<file path="src/rtl/dft9_pkg.sv">
`timescale 1ns / 1ps
// ----------------------------------------------------------------------------
// dft9_pkg: shared types, constants and microcode for the nine-point DFT engine
// Instruction format, coefficient codes, exact coefficient rounding and the
// forward and backward microprograms run by the sequencer.
// ----------------------------------------------------------------------------
package dft9_pkg;

	localparam int SAMPLE_WIDTH_DEF   = 18;
	localparam int COEF_FRAC_BITS_DEF = 16;
	// intermediate growth over the sample width (sums of nine, doublings)
	localparam int DATA_HEADROOM      = 6;

	localparam int VALUE_W = 24;
	localparam int INDEX_W = 4;
	localparam int FILL_W  = 4;
	localparam int RA_W    = 5;
	localparam int NUM_REGS = 31;
	localparam int PC_W    = 7;

	localparam int FWD_LEN  = 67;
	localparam int BWD_LEN  = 59;
	localparam int PROG_LEN = FWD_LEN + BWD_LEN;

	localparam logic [PC_W-1:0]    FWD_START  = PC_W'(0);
	localparam logic [PC_W-1:0]    BWD_START  = PC_W'(FWD_LEN);
	localparam logic [INDEX_W-1:0] LAST_INDEX = INDEX_W'(8);
	localparam logic [FILL_W-1:0]  LAST_FILL  = FILL_W'(8);

	localparam logic signed [VALUE_W-1:0] VALUE_MAX = {1'b0, {(VALUE_W-1){1'b1}}};
	localparam logic signed [VALUE_W-1:0] VALUE_MIN = {1'b1, {(VALUE_W-1){1'b0}}};

	localparam longint unsigned DEC_ONE = 64'd1000000000000000000;

	typedef enum logic [2:0] {
		OP_ADD,
		OP_SUB,
		OP_NEG,
		OP_MUL,
		OP_OUT
	} op_t;

	typedef enum logic [3:0] {
		K_C40,
		K_S40,
		K_C80,
		K_S80,
		K_HALF,
		K_S60,
		K_C20,
		K_S20,
		K_R3,
		K_B9,
		K_B10,
		K_B11,
		K_B12,
		K_NS60,
		K_NONE
	} coef_t;

	typedef struct packed {
		op_t             op;
		logic [RA_W-1:0] dst;
		logic [RA_W-1:0] a;
		logic [RA_W-1:0] b;
		coef_t           k;
	} uinstr_t;

	typedef struct packed {
		logic            we;
		logic [RA_W-1:0] waddr;
		logic [RA_W-1:0] ra;
		logic [RA_W-1:0] rb;
	} rf_ctl_t;

	// round(c * 2^frac) to nearest, ties up, exact from the decimal expansion
	function automatic longint coef_round(coef_t k, int frac);
		longint unsigned c;
		longint unsigned q;
		longint unsigned r;
		logic            neg;
		neg = 1'b0;
		case (k)
			K_C40:   c = 64'd766044443118978035;
			K_S40:   c = 64'd642787609686539326;
			K_C80:   c = 64'd173648177666930349;
			K_S80:   c = 64'd984807753012208059;
			K_HALF:  c = 64'd500000000000000000;
			K_S60:   c = 64'd866025403784438647;
			K_C20:   c = 64'd939692620785908384;
			K_S20:   c = 64'd342020143325668733;
			K_R3:    c = 64'd1732050807568877294;
			K_B9:    c = 64'd1705737063904886419;
			K_B10:   c = 64'd300767466360870593;
			K_B11:   c = 64'd1113340798452838733;
			K_B12:   c = 64'd1326827896337876792;
			K_NS60: begin
				c   = 64'd866025403784438647;
				neg = 1'b1;
			end
			default: c = 64'd0;
		endcase
		q = c / DEC_ONE;
		r = c % DEC_ONE;
		for (int i = 0; i < frac; i++) begin
			r = r << 1;
			q = q << 1;
			if (r >= DEC_ONE) begin
				q = q + 64'd1;
				r = r - DEC_ONE;
			end
		end
		if ((r << 1) >= DEC_ONE)
			q = q + 64'd1;
		return neg ? -longint'(q) : longint'(q);
	endfunction

	function automatic uinstr_t mk(op_t op, logic [RA_W-1:0] dst, logic [RA_W-1:0] a,
		logic [RA_W-1:0] b, coef_t k);
		uinstr_t u;
		u.op  = op;
		u.dst = dst;
		u.a   = a;
		u.b   = b;
		u.k   = k;
		return u;
	endfunction

	// Registers 0..8 hold the frame, 9..30 are scratch.
	localparam uinstr_t UCODE [PROG_LEN] = '{
		// forward: butterflies
		mk(OP_ADD, 5'd9,  5'd1,  5'd8,  K_NONE),
		mk(OP_SUB, 5'd10, 5'd1,  5'd8,  K_NONE),
		mk(OP_ADD, 5'd11, 5'd2,  5'd7,  K_NONE),
		mk(OP_SUB, 5'd12, 5'd2,  5'd7,  K_NONE),
		mk(OP_ADD, 5'd13, 5'd3,  5'd6,  K_NONE),
		mk(OP_SUB, 5'd14, 5'd3,  5'd6,  K_NONE),
		mk(OP_ADD, 5'd15, 5'd4,  5'd5,  K_NONE),
		mk(OP_SUB, 5'd16, 5'd4,  5'd5,  K_NONE),
		mk(OP_ADD, 5'd17, 5'd9,  5'd15, K_NONE),
		mk(OP_ADD, 5'd17, 5'd17, 5'd11, K_NONE),
		mk(OP_SUB, 5'd18, 5'd10, 5'd12, K_NONE),
		mk(OP_ADD, 5'd18, 5'd18, 5'd16, K_NONE),
		mk(OP_MUL, 5'd19, 5'd14, 5'd0,  K_S60),
		mk(OP_MUL, 5'd20, 5'd13, 5'd0,  K_HALF),
		mk(OP_SUB, 5'd20, 5'd0,  5'd20, K_NONE),
		// X0
		mk(OP_ADD, 5'd21, 5'd17, 5'd13, K_NONE),
		mk(OP_ADD, 5'd21, 5'd21, 5'd0,  K_NONE),
		mk(OP_OUT, 5'd0,  5'd21, 5'd0,  K_NONE),
		// re X1
		mk(OP_MUL, 5'd22, 5'd9,  5'd0,  K_C40),
		mk(OP_MUL, 5'd23, 5'd11, 5'd0,  K_C80),
		mk(OP_ADD, 5'd22, 5'd20, 5'd22, K_NONE),
		mk(OP_ADD, 5'd22, 5'd22, 5'd23, K_NONE),
		mk(OP_MUL, 5'd23, 5'd15, 5'd0,  K_C20),
		mk(OP_SUB, 5'd22, 5'd22, 5'd23, K_NONE),
		mk(OP_OUT, 5'd0,  5'd22, 5'd0,  K_NONE),
		// im X1
		mk(OP_MUL, 5'd23, 5'd10, 5'd0,  K_S40),
		mk(OP_MUL, 5'd24, 5'd12, 5'd0,  K_S80),
		mk(OP_ADD, 5'd23, 5'd23, 5'd24, K_NONE),
		mk(OP_ADD, 5'd23, 5'd23, 5'd19, K_NONE),
		mk(OP_MUL, 5'd24, 5'd16, 5'd0,  K_S20),
		mk(OP_ADD, 5'd23, 5'd23, 5'd24, K_NONE),
		mk(OP_NEG, 5'd23, 5'd23, 5'd0,  K_NONE),
		mk(OP_OUT, 5'd0,  5'd23, 5'd0,  K_NONE),
		// re X2
		mk(OP_MUL, 5'd24, 5'd15, 5'd0,  K_C40),
		mk(OP_ADD, 5'd24, 5'd20, 5'd24, K_NONE),
		mk(OP_MUL, 5'd25, 5'd9,  5'd0,  K_C80),
		mk(OP_ADD, 5'd24, 5'd24, 5'd25, K_NONE),
		mk(OP_MUL, 5'd25, 5'd11, 5'd0,  K_C20),
		mk(OP_SUB, 5'd24, 5'd24, 5'd25, K_NONE),
		mk(OP_OUT, 5'd0,  5'd24, 5'd0,  K_NONE),
		// im X2
		mk(OP_MUL, 5'd25, 5'd16, 5'd0,  K_S40),
		mk(OP_MUL, 5'd26, 5'd10, 5'd0,  K_S80),
		mk(OP_SUB, 5'd25, 5'd25, 5'd26, K_NONE),
		mk(OP_ADD, 5'd25, 5'd25, 5'd19, K_NONE),
		mk(OP_MUL, 5'd26, 5'd12, 5'd0,  K_S20),
		mk(OP_SUB, 5'd25, 5'd25, 5'd26, K_NONE),
		mk(OP_OUT, 5'd0,  5'd25, 5'd0,  K_NONE),
		// re X3
		mk(OP_ADD, 5'd26, 5'd0,  5'd13, K_NONE),
		mk(OP_MUL, 5'd27, 5'd17, 5'd0,  K_HALF),
		mk(OP_SUB, 5'd26, 5'd26, 5'd27, K_NONE),
		mk(OP_OUT, 5'd0,  5'd26, 5'd0,  K_NONE),
		// im X3
		mk(OP_MUL, 5'd27, 5'd18, 5'd0,  K_NS60),
		mk(OP_OUT, 5'd0,  5'd27, 5'd0,  K_NONE),
		// re X4
		mk(OP_MUL, 5'd28, 5'd11, 5'd0,  K_C40),
		mk(OP_ADD, 5'd28, 5'd20, 5'd28, K_NONE),
		mk(OP_MUL, 5'd29, 5'd15, 5'd0,  K_C80),
		mk(OP_ADD, 5'd28, 5'd28, 5'd29, K_NONE),
		mk(OP_MUL, 5'd29, 5'd9,  5'd0,  K_C20),
		mk(OP_SUB, 5'd28, 5'd28, 5'd29, K_NONE),
		mk(OP_OUT, 5'd0,  5'd28, 5'd0,  K_NONE),
		// im X4
		mk(OP_MUL, 5'd29, 5'd12, 5'd0,  K_S40),
		mk(OP_MUL, 5'd30, 5'd16, 5'd0,  K_S80),
		mk(OP_ADD, 5'd29, 5'd29, 5'd30, K_NONE),
		mk(OP_SUB, 5'd29, 5'd29, 5'd19, K_NONE),
		mk(OP_MUL, 5'd30, 5'd10, 5'd0,  K_S20),
		mk(OP_SUB, 5'd29, 5'd29, 5'd30, K_NONE),
		mk(OP_OUT, 5'd0,  5'd29, 5'd0,  K_NONE),
		// backward: first layer
		mk(OP_MUL, 5'd9,  5'd6,  5'd0,  K_R3),
		mk(OP_SUB, 5'd10, 5'd0,  5'd5,  K_NONE),
		mk(OP_ADD, 5'd11, 5'd5,  5'd5,  K_NONE),
		mk(OP_ADD, 5'd11, 5'd0,  5'd11, K_NONE),
		mk(OP_SUB, 5'd12, 5'd10, 5'd9,  K_NONE),
		mk(OP_ADD, 5'd13, 5'd10, 5'd9,  K_NONE),
		mk(OP_ADD, 5'd14, 5'd7,  5'd3,  K_NONE),
		mk(OP_SUB, 5'd15, 5'd7,  5'd3,  K_NONE),
		mk(OP_MUL, 5'd15, 5'd15, 5'd0,  K_S60),
		mk(OP_ADD, 5'd16, 5'd8,  5'd4,  K_NONE),
		mk(OP_MUL, 5'd16, 5'd16, 5'd0,  K_S60),
		mk(OP_SUB, 5'd17, 5'd4,  5'd8,  K_NONE),
		mk(OP_ADD, 5'd18, 5'd1,  5'd14, K_NONE),
		mk(OP_MUL, 5'd19, 5'd17, 5'd0,  K_HALF),
		mk(OP_ADD, 5'd19, 5'd2,  5'd19, K_NONE),
		mk(OP_ADD, 5'd20, 5'd15, 5'd19, K_NONE),
		mk(OP_SUB, 5'd21, 5'd19, 5'd15, K_NONE),
		mk(OP_MUL, 5'd22, 5'd14, 5'd0,  K_HALF),
		mk(OP_SUB, 5'd22, 5'd1,  5'd22, K_NONE),
		mk(OP_SUB, 5'd23, 5'd22, 5'd16, K_NONE),
		mk(OP_ADD, 5'd24, 5'd22, 5'd16, K_NONE),
		mk(OP_SUB, 5'd25, 5'd11, 5'd18, K_NONE),
		mk(OP_SUB, 5'd26, 5'd2,  5'd17, K_NONE),
		mk(OP_MUL, 5'd26, 5'd26, 5'd0,  K_R3),
		// backward: rotations
		mk(OP_MUL, 5'd27, 5'd23, 5'd0,  K_C40),
		mk(OP_MUL, 5'd28, 5'd20, 5'd0,  K_S40),
		mk(OP_SUB, 5'd27, 5'd27, 5'd28, K_NONE),
		mk(OP_MUL, 5'd28, 5'd23, 5'd0,  K_B11),
		mk(OP_MUL, 5'd29, 5'd20, 5'd0,  K_B12),
		mk(OP_ADD, 5'd28, 5'd28, 5'd29, K_NONE),
		mk(OP_SUB, 5'd29, 5'd12, 5'd27, K_NONE),
		mk(OP_MUL, 5'd30, 5'd24, 5'd0,  K_B9),
		mk(OP_MUL, 5'd9,  5'd21, 5'd0,  K_B10),
		mk(OP_ADD, 5'd30, 5'd30, 5'd9,  K_NONE),
		mk(OP_MUL, 5'd9,  5'd24, 5'd0,  K_C80),
		mk(OP_MUL, 5'd10, 5'd21, 5'd0,  K_S80),
		mk(OP_SUB, 5'd9,  5'd9,  5'd10, K_NONE),
		mk(OP_SUB, 5'd10, 5'd13, 5'd9,  K_NONE),
		// backward: outputs in index order
		mk(OP_ADD, 5'd14, 5'd18, 5'd18, K_NONE),
		mk(OP_ADD, 5'd14, 5'd11, 5'd14, K_NONE),
		mk(OP_OUT, 5'd0,  5'd14, 5'd0,  K_NONE),
		mk(OP_ADD, 5'd15, 5'd27, 5'd27, K_NONE),
		mk(OP_ADD, 5'd15, 5'd12, 5'd15, K_NONE),
		mk(OP_OUT, 5'd0,  5'd15, 5'd0,  K_NONE),
		mk(OP_ADD, 5'd16, 5'd9,  5'd9,  K_NONE),
		mk(OP_ADD, 5'd16, 5'd13, 5'd16, K_NONE),
		mk(OP_OUT, 5'd0,  5'd16, 5'd0,  K_NONE),
		mk(OP_SUB, 5'd17, 5'd25, 5'd26, K_NONE),
		mk(OP_OUT, 5'd0,  5'd17, 5'd0,  K_NONE),
		mk(OP_SUB, 5'd19, 5'd29, 5'd28, K_NONE),
		mk(OP_OUT, 5'd0,  5'd19, 5'd0,  K_NONE),
		mk(OP_SUB, 5'd20, 5'd10, 5'd30, K_NONE),
		mk(OP_OUT, 5'd0,  5'd20, 5'd0,  K_NONE),
		mk(OP_ADD, 5'd21, 5'd25, 5'd26, K_NONE),
		mk(OP_OUT, 5'd0,  5'd21, 5'd0,  K_NONE),
		mk(OP_ADD, 5'd22, 5'd29, 5'd28, K_NONE),
		mk(OP_OUT, 5'd0,  5'd22, 5'd0,  K_NONE),
		mk(OP_ADD, 5'd23, 5'd10, 5'd30, K_NONE),
		mk(OP_OUT, 5'd0,  5'd23, 5'd0,  K_NONE)
	};

endpackage

</file>
<file path="src/rtl/real_dft9_halfcomplex_engine.sv">
`timescale 1ns / 1ps
// ----------------------------------------------------------------------------
// real_dft9_halfcomplex_engine: nine-point real DFT, halfcomplex in and out
// Collects nine samples, then runs a microprogram on one adder and one shared
// constant multiplier to give nine results in index order.
//
//   channel  control        payload
//   -------  -------------  -----------------------------------
//   in       start / busy   sample, batch_last
//   out      valid          value, index, last, batch_end
//   cfg      cfg_we         cfg_wdata (direction)
//
// Samples one through eight are taken one per cycle. The ninth starts the
// program and busy stays high until the last result of the frame is strobed:
// each add, subtract or result step passes a register file read and an
// execute step, and each multiply a read, a product register and a round and
// write back step.
// Result strobes never come back to back; nothing downstream can
// hold them. arst_n clears the control state; the register file is not reset.
// ----------------------------------------------------------------------------
module real_dft9_halfcomplex_engine #(
	parameter int SAMPLE_WIDTH   = dft9_pkg::SAMPLE_WIDTH_DEF,
	parameter int COEF_FRAC_BITS = dft9_pkg::COEF_FRAC_BITS_DEF
) (
	input  logic                                   clk,
	input  logic                                   arst_n,
	input  logic                                   start,
	output logic                                   busy,
	input  logic signed [SAMPLE_WIDTH-1:0]         sample,
	input  logic                                   batch_last,
	input  logic                                   cfg_we,
	input  logic                                   cfg_wdata,
	output logic                                   valid,
	output logic signed [dft9_pkg::VALUE_W-1:0]    value,
	output logic        [dft9_pkg::INDEX_W-1:0]    index,
	output logic                                   last,
	output logic                                   batch_end
);
	import dft9_pkg::*;

	localparam int DW    = SAMPLE_WIDTH + DATA_HEADROOM;
	localparam int SAT_W = (DW > VALUE_W) ? DW : VALUE_W;

	typedef enum logic [1:0] {
		S_FILL,
		S_FETCH,
		S_EXEC,
		S_MULW
	} state_t;

	state_t                state_q;
	logic [PC_W-1:0]       pc_q;
	logic [FILL_W-1:0]     fill_cnt_q;
	logic [INDEX_W-1:0]    out_cnt_q;
	logic                  batch_q;
	logic                  dir_q;
	logic                  valid_q;
	logic signed [VALUE_W-1:0] value_q;
	logic [INDEX_W-1:0]    index_q;
	logic                  last_q;
	logic                  batch_end_q;

	uinstr_t               instr;
	rf_ctl_t               rf_ctl;
	logic signed [DW-1:0]  rf_wdata;
	logic signed [DW-1:0]  rd_a;
	logic signed [DW-1:0]  rd_b;
	logic signed [DW-1:0]  alu_res;
	logic signed [DW-1:0]  mul_res;
	logic signed [SAT_W-1:0] out_ext;
	logic signed [VALUE_W-1:0] sat_val;
	logic                  accept;

	assign instr  = UCODE[pc_q];
	assign busy   = (state_q != S_FILL);
	assign accept = start && !busy;

	dft9_regfile #(
		.DW(DW)
	) u_regfile (
		.clk     (clk),
		.ctl     (rf_ctl),
		.wdata   (rf_wdata),
		.rdata_a (rd_a),
		.rdata_b (rd_b)
	);

	dft9_mulr #(
		.DW   (DW),
		.FRAC (COEF_FRAC_BITS)
	) u_mulr (
		.clk     (clk),
		.operand (rd_a),
		.k       (instr.k),
		.result  (mul_res)
	);

	always_comb begin
		case (instr.op)
			OP_ADD:  alu_res = rd_a + rd_b;
			OP_SUB:  alu_res = rd_a - rd_b;
			OP_NEG:  alu_res = -rd_a;
			default: alu_res = rd_a;
		endcase
	end

	// clamp to the output range
	assign out_ext = SAT_W'(rd_a);
	always_comb begin
		if (out_ext > SAT_W'(VALUE_MAX))
			sat_val = VALUE_MAX;
		else if (out_ext < SAT_W'(VALUE_MIN))
			sat_val = VALUE_MIN;
		else
			sat_val = out_ext[VALUE_W-1:0];
	end

	always_comb begin
		rf_ctl.ra    = instr.a;
		rf_ctl.rb    = instr.b;
		rf_ctl.we    = 1'b0;
		rf_ctl.waddr = instr.dst;
		rf_wdata     = alu_res;
		case (state_q)
			S_FILL: begin
				rf_ctl.we    = accept;
				rf_ctl.waddr = RA_W'(fill_cnt_q);
				rf_wdata     = DW'(sample);
			end
			S_EXEC: begin
				rf_ctl.we = (instr.op == OP_ADD) || (instr.op == OP_SUB) ||
					(instr.op == OP_NEG);
			end
			S_MULW: begin
				rf_ctl.we = 1'b1;
				rf_wdata  = mul_res;
			end
			default: begin
				rf_ctl.we = 1'b0;
			end
		endcase
	end

	always_ff @(posedge clk or negedge arst_n) begin
		if (!arst_n) begin
			state_q     <= S_FILL;
			pc_q        <= FWD_START;
			fill_cnt_q  <= '0;
			out_cnt_q   <= '0;
			batch_q     <= 1'b0;
			dir_q       <= 1'b0;
			valid_q     <= 1'b0;
			value_q     <= '0;
			index_q     <= '0;
			last_q      <= 1'b0;
			batch_end_q <= 1'b0;
		end else begin
			valid_q <= (state_q == S_EXEC) && (instr.op == OP_OUT);
			if (cfg_we)
				dir_q <= cfg_wdata;
			case (state_q)
				S_FILL: begin
					if (accept) begin
						batch_q <= batch_q | batch_last;
						if (fill_cnt_q == LAST_FILL) begin
							fill_cnt_q <= '0;
							out_cnt_q  <= '0;
							pc_q       <= dir_q ? BWD_START : FWD_START;
							state_q    <= S_FETCH;
						end else begin
							fill_cnt_q <= fill_cnt_q + FILL_W'(1);
						end
					end
				end
				S_FETCH: begin
					state_q <= S_EXEC;
				end
				S_EXEC: begin
					case (instr.op)
						OP_MUL: begin
							state_q <= S_MULW;
						end
						OP_OUT: begin
							value_q     <= sat_val;
							index_q     <= out_cnt_q;
							last_q      <= (out_cnt_q == LAST_INDEX);
							batch_end_q <= (out_cnt_q == LAST_INDEX) && batch_q;
							if (out_cnt_q == LAST_INDEX) begin
								// frame done: drop the batch mark, back to collecting
								batch_q <= 1'b0;
								state_q <= S_FILL;
							end else begin
								out_cnt_q <= out_cnt_q + INDEX_W'(1);
								pc_q      <= pc_q + PC_W'(1);
								state_q   <= S_FETCH;
							end
						end
						default: begin
							pc_q    <= pc_q + PC_W'(1);
							state_q <= S_FETCH;
						end
					endcase
				end
				S_MULW: begin
					pc_q    <= pc_q + PC_W'(1);
					state_q <= S_FETCH;
				end
				default: begin
					state_q <= S_FILL;
				end
			endcase
		end
	end

	assign valid     = valid_q;
	assign value     = value_q;
	assign index     = index_q;
	assign last      = last_q;
	assign batch_end = batch_end_q;

`ifndef SYNTHESIS
	a_strobe_gap: assert property (@(posedge clk) disable iff (!arst_n)
		valid |=> !valid)
		else $error("result strobes on consecutive cycles");

	a_ninth_starts: assert property (@(posedge clk) disable iff (!arst_n)
		(accept && fill_cnt_q == LAST_FILL) |=> busy)
		else $error("ninth item did not start the transform");

	a_mid_frame_busy: assert property (@(posedge clk) disable iff (!arst_n)
		(valid && !last) |-> busy)
		else $error("engine idle before the last result of a frame");

	a_last_frees: assert property (@(posedge clk) disable iff (!arst_n)
		(valid && last) |-> !busy)
		else $error("engine still busy after the last result");

	a_fill_clear: assert property (@(posedge clk) disable iff (!arst_n)
		busy |-> (fill_cnt_q == '0))
		else $error("fill count not cleared while computing");
`endif

endmodule

</file>
<file path="src/rtl/dft9_regfile.sv">
`timescale 1ns / 1ps
// ----------------------------------------------------------------------------
// dft9_regfile: frame and scratch register file
// One write port, two read ports with registered read data.
// ----------------------------------------------------------------------------
module dft9_regfile #(
	parameter int DW = dft9_pkg::SAMPLE_WIDTH_DEF + dft9_pkg::DATA_HEADROOM
) (
	input  logic                 clk,
	input  dft9_pkg::rf_ctl_t    ctl,
	input  logic signed [DW-1:0] wdata,
	output logic signed [DW-1:0] rdata_a,
	output logic signed [DW-1:0] rdata_b
);
	import dft9_pkg::*;

	logic signed [DW-1:0] mem [NUM_REGS];

	always_ff @(posedge clk) begin
		if (ctl.we)
			mem[ctl.waddr] <= wdata;
		rdata_a <= mem[ctl.ra];
		rdata_b <= mem[ctl.rb];
	end

endmodule

</file>
<file path="src/rtl/dft9_mulr.sv">
`timescale 1ns / 1ps
// ----------------------------------------------------------------------------
// dft9_mulr: shared constant multiplier
// Registers operand times coefficient, then rounds to nearest (ties up) and
// drops the fraction bits on the following cycle.
// ----------------------------------------------------------------------------
module dft9_mulr #(
	parameter int DW   = dft9_pkg::SAMPLE_WIDTH_DEF + dft9_pkg::DATA_HEADROOM,
	parameter int FRAC = dft9_pkg::COEF_FRAC_BITS_DEF
) (
	input  logic                 clk,
	input  logic signed [DW-1:0] operand,
	input  dft9_pkg::coef_t      k,
	output logic signed [DW-1:0] result
);
	import dft9_pkg::*;

	localparam int CW = FRAC + 2;
	localparam int PW = DW + CW;
	localparam logic signed [PW-1:0] HALF_LSB = PW'(1) <<< (FRAC - 1);

	localparam logic signed [CW-1:0] KQ_C40  = CW'(coef_round(K_C40, FRAC));
	localparam logic signed [CW-1:0] KQ_S40  = CW'(coef_round(K_S40, FRAC));
	localparam logic signed [CW-1:0] KQ_C80  = CW'(coef_round(K_C80, FRAC));
	localparam logic signed [CW-1:0] KQ_S80  = CW'(coef_round(K_S80, FRAC));
	localparam logic signed [CW-1:0] KQ_HALF = CW'(coef_round(K_HALF, FRAC));
	localparam logic signed [CW-1:0] KQ_S60  = CW'(coef_round(K_S60, FRAC));
	localparam logic signed [CW-1:0] KQ_C20  = CW'(coef_round(K_C20, FRAC));
	localparam logic signed [CW-1:0] KQ_S20  = CW'(coef_round(K_S20, FRAC));
	localparam logic signed [CW-1:0] KQ_R3   = CW'(coef_round(K_R3, FRAC));
	localparam logic signed [CW-1:0] KQ_B9   = CW'(coef_round(K_B9, FRAC));
	localparam logic signed [CW-1:0] KQ_B10  = CW'(coef_round(K_B10, FRAC));
	localparam logic signed [CW-1:0] KQ_B11  = CW'(coef_round(K_B11, FRAC));
	localparam logic signed [CW-1:0] KQ_B12  = CW'(coef_round(K_B12, FRAC));
	localparam logic signed [CW-1:0] KQ_NS60 = CW'(coef_round(K_NS60, FRAC));

	logic signed [CW-1:0] coef;
	logic signed [PW-1:0] prod_s1;
	logic signed [PW-1:0] rnd;

	always_comb begin
		case (k)
			K_C40:   coef = KQ_C40;
			K_S40:   coef = KQ_S40;
			K_C80:   coef = KQ_C80;
			K_S80:   coef = KQ_S80;
			K_HALF:  coef = KQ_HALF;
			K_S60:   coef = KQ_S60;
			K_C20:   coef = KQ_C20;
			K_S20:   coef = KQ_S20;
			K_R3:    coef = KQ_R3;
			K_B9:    coef = KQ_B9;
			K_B10:   coef = KQ_B10;
			K_B11:   coef = KQ_B11;
			K_B12:   coef = KQ_B12;
			K_NS60:  coef = KQ_NS60;
			default: coef = '0;
		endcase
	end

	always_ff @(posedge clk) begin
		prod_s1 <= PW'(operand) * PW'(coef);
	end

	// arithmetic shift gives floor, so adding half first rounds ties upward
	assign rnd    = prod_s1 + HALF_LSB;
	assign result = DW'(rnd >>> FRAC);

endmodule

</file>
<file path="config.mk">
export PLATFORM = sky130hd
export DESIGN_NAME = real_dft9_halfcomplex_engine
export DESIGN_NICKNAME = d
export VERILOG_FILES = /design/src/rtl/dft9_pkg.sv /design/src/rtl/real_dft9_halfcomplex_engine.sv /design/src/rtl/dft9_regfile.sv /design/src/rtl/dft9_mulr.sv
export SDC_FILE = /design/constraint.sdc
export NUM_CORES = 2
export LEC_CHECK = 0
export BUFFER_PORTS_ARGS = -buffer_cell sky130_fd_sc_hd__buf_2
export CAP_MARGIN = 20
export CORE_MARGIN = 1.5
export CORE_UTILIZATION = 55
export DETAILED_ROUTE_END_ITERATION = 8
export GPL_ROUTABILITY_DRIVEN = 0
export PLACE_DENSITY_LB_ADDON = 0.08
export SLEW_MARGIN = 20
export SYNTH_ARGS = -nofsm -noshare
export SYNTH_HDL_FRONTEND = slang
export SYNTH_HIERARCHICAL = 1
export SYNTH_SLANG_ARGS = --single-unit
</file>
<file path="constraint.sdc">
create_clock -name clk -period 9.2 [get_ports clk]
set_input_delay 1.38 -clock clk [delete_from_list [all_inputs] [get_ports clk]]
set_output_delay 1.38 -clock clk [all_outputs]
set_load 0.01 [all_outputs]
</file>
=== After elaboration in Yosys (flattened, before gate mapping) ===
Memories as Yosys holds them, arrays and structs flattened. A register that Yosys moved wholly into a read port is not among the register bits.
Cells that the tools add are included.

* Logic and storage cells: 92
* Memories kept: 3
* Output and inout port bits: 32
* Bits in registers: 90
* Bits in read-only memories: 3104
* Memory bits (writable): 744
* Input bits: 24

{| class="wikitable"
|+ Memories
! memory !! words !! bits a word !! rd ports !! clocked after Yosys merged registers in !! wr ports !! RTL line !! text
|-
| (no name shown) || 128 || 22 || 1 || 0 || 0 || real_dft9_halfcomplex_engine.sv:74 || <nowiki>assign instr = UCODE[pc_q];</nowiki>
|-
| u_regfile.mem || 31 || 24 || 2 || 2 || 1 || dft9_regfile.sv:17 || <nowiki>logic signed [DW-1:0] mem [NUM_REGS];</nowiki>
|-
| (no name shown) || 16 || 18 || 1 || 0 || 0 || dft9_mulr.sv:42 || <nowiki>case (k)</nowiki>
|}

* $mul: 1
* Eq/ne operators: 16
* $add $sub $neg: 7
* Bitwise logic cells: 2
* Reductions and logical operators: 17
* $lt $le $gt $ge: 3
* Muxes and demuxes: 31

{| class="wikitable"
|+ Operators by type and width
! cell !! number
|-
| 24-bit one-hot mux with 3 select lines || 1
|-
| 24-bit 2-to-1 mux || 2
|-
| 24-bit one-hot mux with 2 select lines || 1
|-
| 22-bit 2-to-1 mux || 2
|-
| 40-bit by 17-bit adder with 40-bit output (second input constant) || 1
|-
| 24-bit by 18-bit multiplier with 40-bit output || 1
|-
| 7-bit 2-to-1 mux || 4
|-
| 24-bit adder || 1
|-
| 24-bit greater-than comparator (second input constant) || 1
|-
| 24-bit less-than comparator (second input constant) || 1
|-
| 24-bit negation || 1
|-
| 24-bit subtractor || 1
|-
| 7-bit one-hot mux with 3 select lines || 1
|-
| 4-bit 2-to-1 mux || 5
|-
| 7-bit one-hot mux with 2 select lines || 1
|-
| 5-bit AND reduction || 2
|-
| 4-bit by 1-bit adder with 4-bit output (second input constant) || 2
|-
| 4-bit == test (second input constant) || 2
|-
| 8-bit >= comparator (second input constant) || 1
|-
| 2-bit != test (second input constant) || 4
|-
| 7-bit inverter with 8-bit output || 1
|-
| 2-bit one-hot mux with 4 select lines || 1
|-
| 4-bit one-hot mux with 2 select lines || 1
|-
| 7-bit by 1-bit adder with 7-bit output (second input constant) || 1
|-
| 23 further kinds || 38
|}

=== Longest topological paths before layout ===
* Depth after elaboration: 10
* Gate-level depth with buffers: 39
* Mapped depth without buffers: 36

=== Modules after synthesis ===
The synthesis kept the hierarchy.

{| class="wikitable"
|+ Modules (own cells, without submodules)
! module !! instances !! seq. area each (µm²) !! area each (µm²) !! cells an instance
|-
| dft9_regfile || 1 || 23302.3 || 35590.4 || 2036
|-
| dft9_mulr || 1 || 500.5 || 16168.0 || 1822
|-
| real_dft9_halfcomplex_engine || 1 || 1251.2 || 8206.6 || 1186
|}

=== Worst setup path after synthesis ===
OpenSTA, ideal clock, no wires.

* Path kind: flip-flop to flip-flop
* Start point: reg pc_q[1]
* End point: reg u_mulr.prod_s1[39]
* Period minus slack after synthesis: 9480 ps
* Setup time: 72 ps
* Cell stages (with the launch flop): 34
* Path buffers: 4
* Path slack: -280 ps
* Data arrival time: 9408 ps
* Data required time: 9128 ps
* Path through: dfrtp_1 -> clkbuf_1 -> inv_1 -> ha_1 -> buf_2 -> nand2b_1 -> buf_2 -> a311oi_1 -> a31o_2 -> a221oi_1 -> a31oi_1 -> inv_1 -> ha_1 -> a211oi_1 -> a221oi_1 -> clkbuf_1 -> and2_1 -> fa_1 -> fa_1 -> inv_1 -> fa_1 -> fa_1 -> fa_1 -> fa_1 -> inv_1 -> ha_1 -> a21o_1 -> a221oi_1 -> o21ai_1 -> a211oi_1 -> nand2b_1 -> a21o_1 -> a31oi_1 -> xnor2_1

{| class="wikitable"
|+ RTL lines
! element !! RTL line !! text
|-
| from (decl) || real_dft9_halfcomplex_engine.sv:52 || <nowiki>logic [PC_W-1:0] pc_q;</nowiki>
|-
| from (signal assigned) || real_dft9_halfcomplex_engine.sv:168 || <nowiki>pc_q <= dir_q ? BWD_START : FWD_START;</nowiki>
|-
| from (signal assigned) || real_dft9_halfcomplex_engine.sv:194 || <nowiki>pc_q <= pc_q + PC_W'(1);</nowiki>
|-
| from (signal assigned) || real_dft9_halfcomplex_engine.sv:199 || <nowiki>pc_q <= pc_q + PC_W'(1);</nowiki>
|-
| to (signal assigned) || dft9_mulr.sv:62 || <nowiki>prod_s1 <= PW'(operand) * PW'(coef);</nowiki>
|-
| to (decl) || dft9_mulr.sv:38 || <nowiki>logic signed [PW-1:0] prod_s1;</nowiki>
|}

==> out/metrics.cfg <==
[outcome]
outcome=finished, violations left
violations=DRC

[timing]
tns_ns=0
whs_ns=0.469
slew_headroom_pct=21.2
clock_skew_ns=0.0527
post-route-period-util_pct=97.2
max_freq_mhz=112
hold_violations=0
tightest_slew_ns=1.18
slew_violations=0
grt_setup_unrepaired=true
fin_crit_ns=8.94
setup_viol=0

[floorplan]
chipWidth_um=333
core_um2=108000
dieArea_um2=111000
io-pin-count=56
start_util_pct=55.7
rows=120
die_h_um=333

[routing]
first_pass_iters=9
wirelength_um=191000
wl_per_cell_um=29.1
ant_nets=0
vias=43400
drt_iter0_markers=5504
route.detailed.drc=2
vias_per_cell=6.60

[placement]
io_buffers=55
dp_hpwl_um=128000
dpl_cell_area_um2=62600

[synth]
yosysWarningCount=6
syn-num-nets=5635
synth_top_cell_by_area=edfxtp_1
synth_cells=5044
synth_cell_types=99
ys_ff_latch=867
async_flop_share_pct=5.77
synth-edff-count=744
synth_commonest_cells=744 x edfxtp_1, 515 x inv_1, 483 x nand2_1
ys_seq_area_share_pct=41.8
synth.most_common_cell=edfxtp_1
synth_area_um2=60000
synth_area_leaders=edfxtp_1 37%, fa_1 14%, mux4_2 8.5%, mux2i_1 3.9%, ha_1 3.3%
synth_top_area_share_pct=37.3
ys.flop_type=edfxtp_1
syn_area_per_cell_um2=11.9

[power]
ir_drop_mv=0.163
p_leak_nw=25.2
power.density_nw_per_um2=121
power_mw=7.98

[global_routing]
met2_usage_pct=55.3
grt_start_max_net_pins=133
grt.busiest_layer=met2
grt_pass1_wl_um=282000
grt_util_all_layers_pct=34.5
antenna_found_initial=4
grt_use_met1_pct=46.2
grt-ovfl-total=0
grt_use_met3_pct=5.90
grt_pass1_vias=43400

[critical_path]
r2r-start=pc_q[1]$_DFFE_PN0P_
cp-start-kind=flip-flop
cpPeakStageDelay_ns=0.57
cp_max_fo=17
r2r-end=u_mulr/prod_s1[39]$_DFF_P_
rrSetupSlack_ns=0.26
critPathSlowestCell=fa_2
reg2regPathDepth=31
crit_top_cell=fa_1
path_class=flip-flop to flip-flop
critPathTopFamily=adder cells
worst_ep_required_time_ns=9.79
path_buf_inv=7
crit_arrival_ns=9.54
crit_path_end_kind=flip-flop

[final_layout]
drive_above_1_share_pct=16.5
area_growth_pct=9.79
fin_area_um2=65800
num-nets-final=5683

[worst_hold_path]
hp-start=last$_DFFE_PN0P_
holdPathEnd=last$_DFFE_PN0P_
hold_class=flip-flop to flip-flop
whs_path_depth=1

[flow_run]
cap_violations=0

[clocking]
cts_tree=built
clockBufferDepth=3
cts_sinks=867
htreeDepth=3
root_buffer=clkbuf_16
numCtsBuffers=92
clk_pin_slew_ns=0.06
clkLatencyLatePin_ns=0.70

cell type report:
class	instances	area, um2
Timing Repair Buffer	268	2010
Antenna cell	3	7.51
Multi-Input combinational cell	3345	32000
Tap cell	1403	1760
Clock inverter	46	573
Sequential cell	867	25100
Clock buffer	122	2460
Fill cell	8607	41800
Inverter	518	1950
flip-flops by register name (all words and copies together) (netlist names):
register,count
batch_end,1
batch_q,1
dir_q,1
fill_cnt_q,4
index,4
last,1
out_cnt_q,4
pc_q,7
state_q,2
u_mulr/prod_s1,25
u_regfile/mem,744
u_regfile/rdata_a,24
u_regfile/rdata_b,24
valid,1
value,24
layout by cell type, fill, tap and decap left out, types with 19 or more instances in the layout:
cell type	n
and3_1	32
nor2_1	165
o211ai_1	38
ha_1	153
nand2b_1	35
nor2b_1	29
buf_4	201
a21oi_1	169
a211oi_1	22
a22oi_1	96
fa_1	408
nand2_1	483
mux2i_1	234
dfrtp_1	46
a221oi_1	35
mux4_2	225
a21o_1	43
clkbuf_16	92
nor3_1	65
nand4_1	26
xnor2_1	70
inv_1	513
o22ai_1	97
xor2_1	40
o21ai_0	164
buf_2	55
or2_2	19
mux2_2	82
nor2_4	36
nand3_1	70
and2_1	172
a31oi_1	26
dfxtp_1	72
o31ai_1	22
edfxtp_1	744
clkbuf_1	25
nor4_1	19
power breakdown:
group          total [mW]  leakage [nW]  internal, mW  switching (mW)
clock network        3.76          1.47          2.15            1.61
registers            4.21          7.48          4.21        0.000864
logic              0.0151          16.3       0.00431          0.0108
total                7.98          25.2          6.36            1.62
metal layers:
| metal | routed length [um] | share of wire (%) |
|---|---|---|
| met5 | 0 | 0 |
| met3 | 18100 | 9.5 |
| met4 | 10600 | 5.6 |
| met1 | 73500 | 38 |
| met2 | 88800 | 46 |
per-stage QoR:
step | utilization (%) | std cells | worst slack (ns)
global route | 61.1 | 6569 | -0.0552
global placement | 58.2 | 6392 | 0.303
finish | 61.2 | 6572 | 0.255
CTS | 61.0 | 6561 | 0.193
floorplan | - | 5044 | 0.0560
detailed placement | 58.2 | 6393 | 0.227
how the worst max path moves through the flow:
stage	from	to	slack, ns	cells after the start
after floorplan	pc_q[1]$_DFFE_PN0P_	u_mulr/prod_s1[39]$_DFF_P_	0.06	33
after global placement	pc_q[1]$_DFFE_PN0P_	u_mulr/prod_s1[39]$_DFF_P_	0.30	31
after detailed placement	pc_q[2]$_DFFE_PN0P_	u_mulr/prod_s1[39]$_DFF_P_	0.23	29
after CTS	pc_q[2]$_DFFE_PN0P_	u_mulr/prod_s1[39]$_DFF_P_	0.19	29
after global routing	pc_q[1]$_DFFE_PN0P_	u_mulr/prod_s1[39]$_DFF_P_	-0.06	31
final	pc_q[1]$_DFFE_PN0P_	u_mulr/prod_s1[39]$_DFF_P_	0.26	31
logic make-up after synthesis:
family	count (synthesis)	share of synthesized area [%]
AOI/OAI and AO/OA	897	9.93
xor gates and xnor gates	111	1.63
adders and majority gates	567	17.0
buffers and inverters	832	5.89
DFF	867	41.8
muxes	542	13.9
and+or+nand+nor	1228	9.87
timing repair:
item                       in CTS  in global routing
hold buffers                    0                  0
setup endpoints to repair       0                 18
buffers inserted                0                  8
resized for setup               0                 16
No activity file was read; power rests on OpenSTA's default activity.
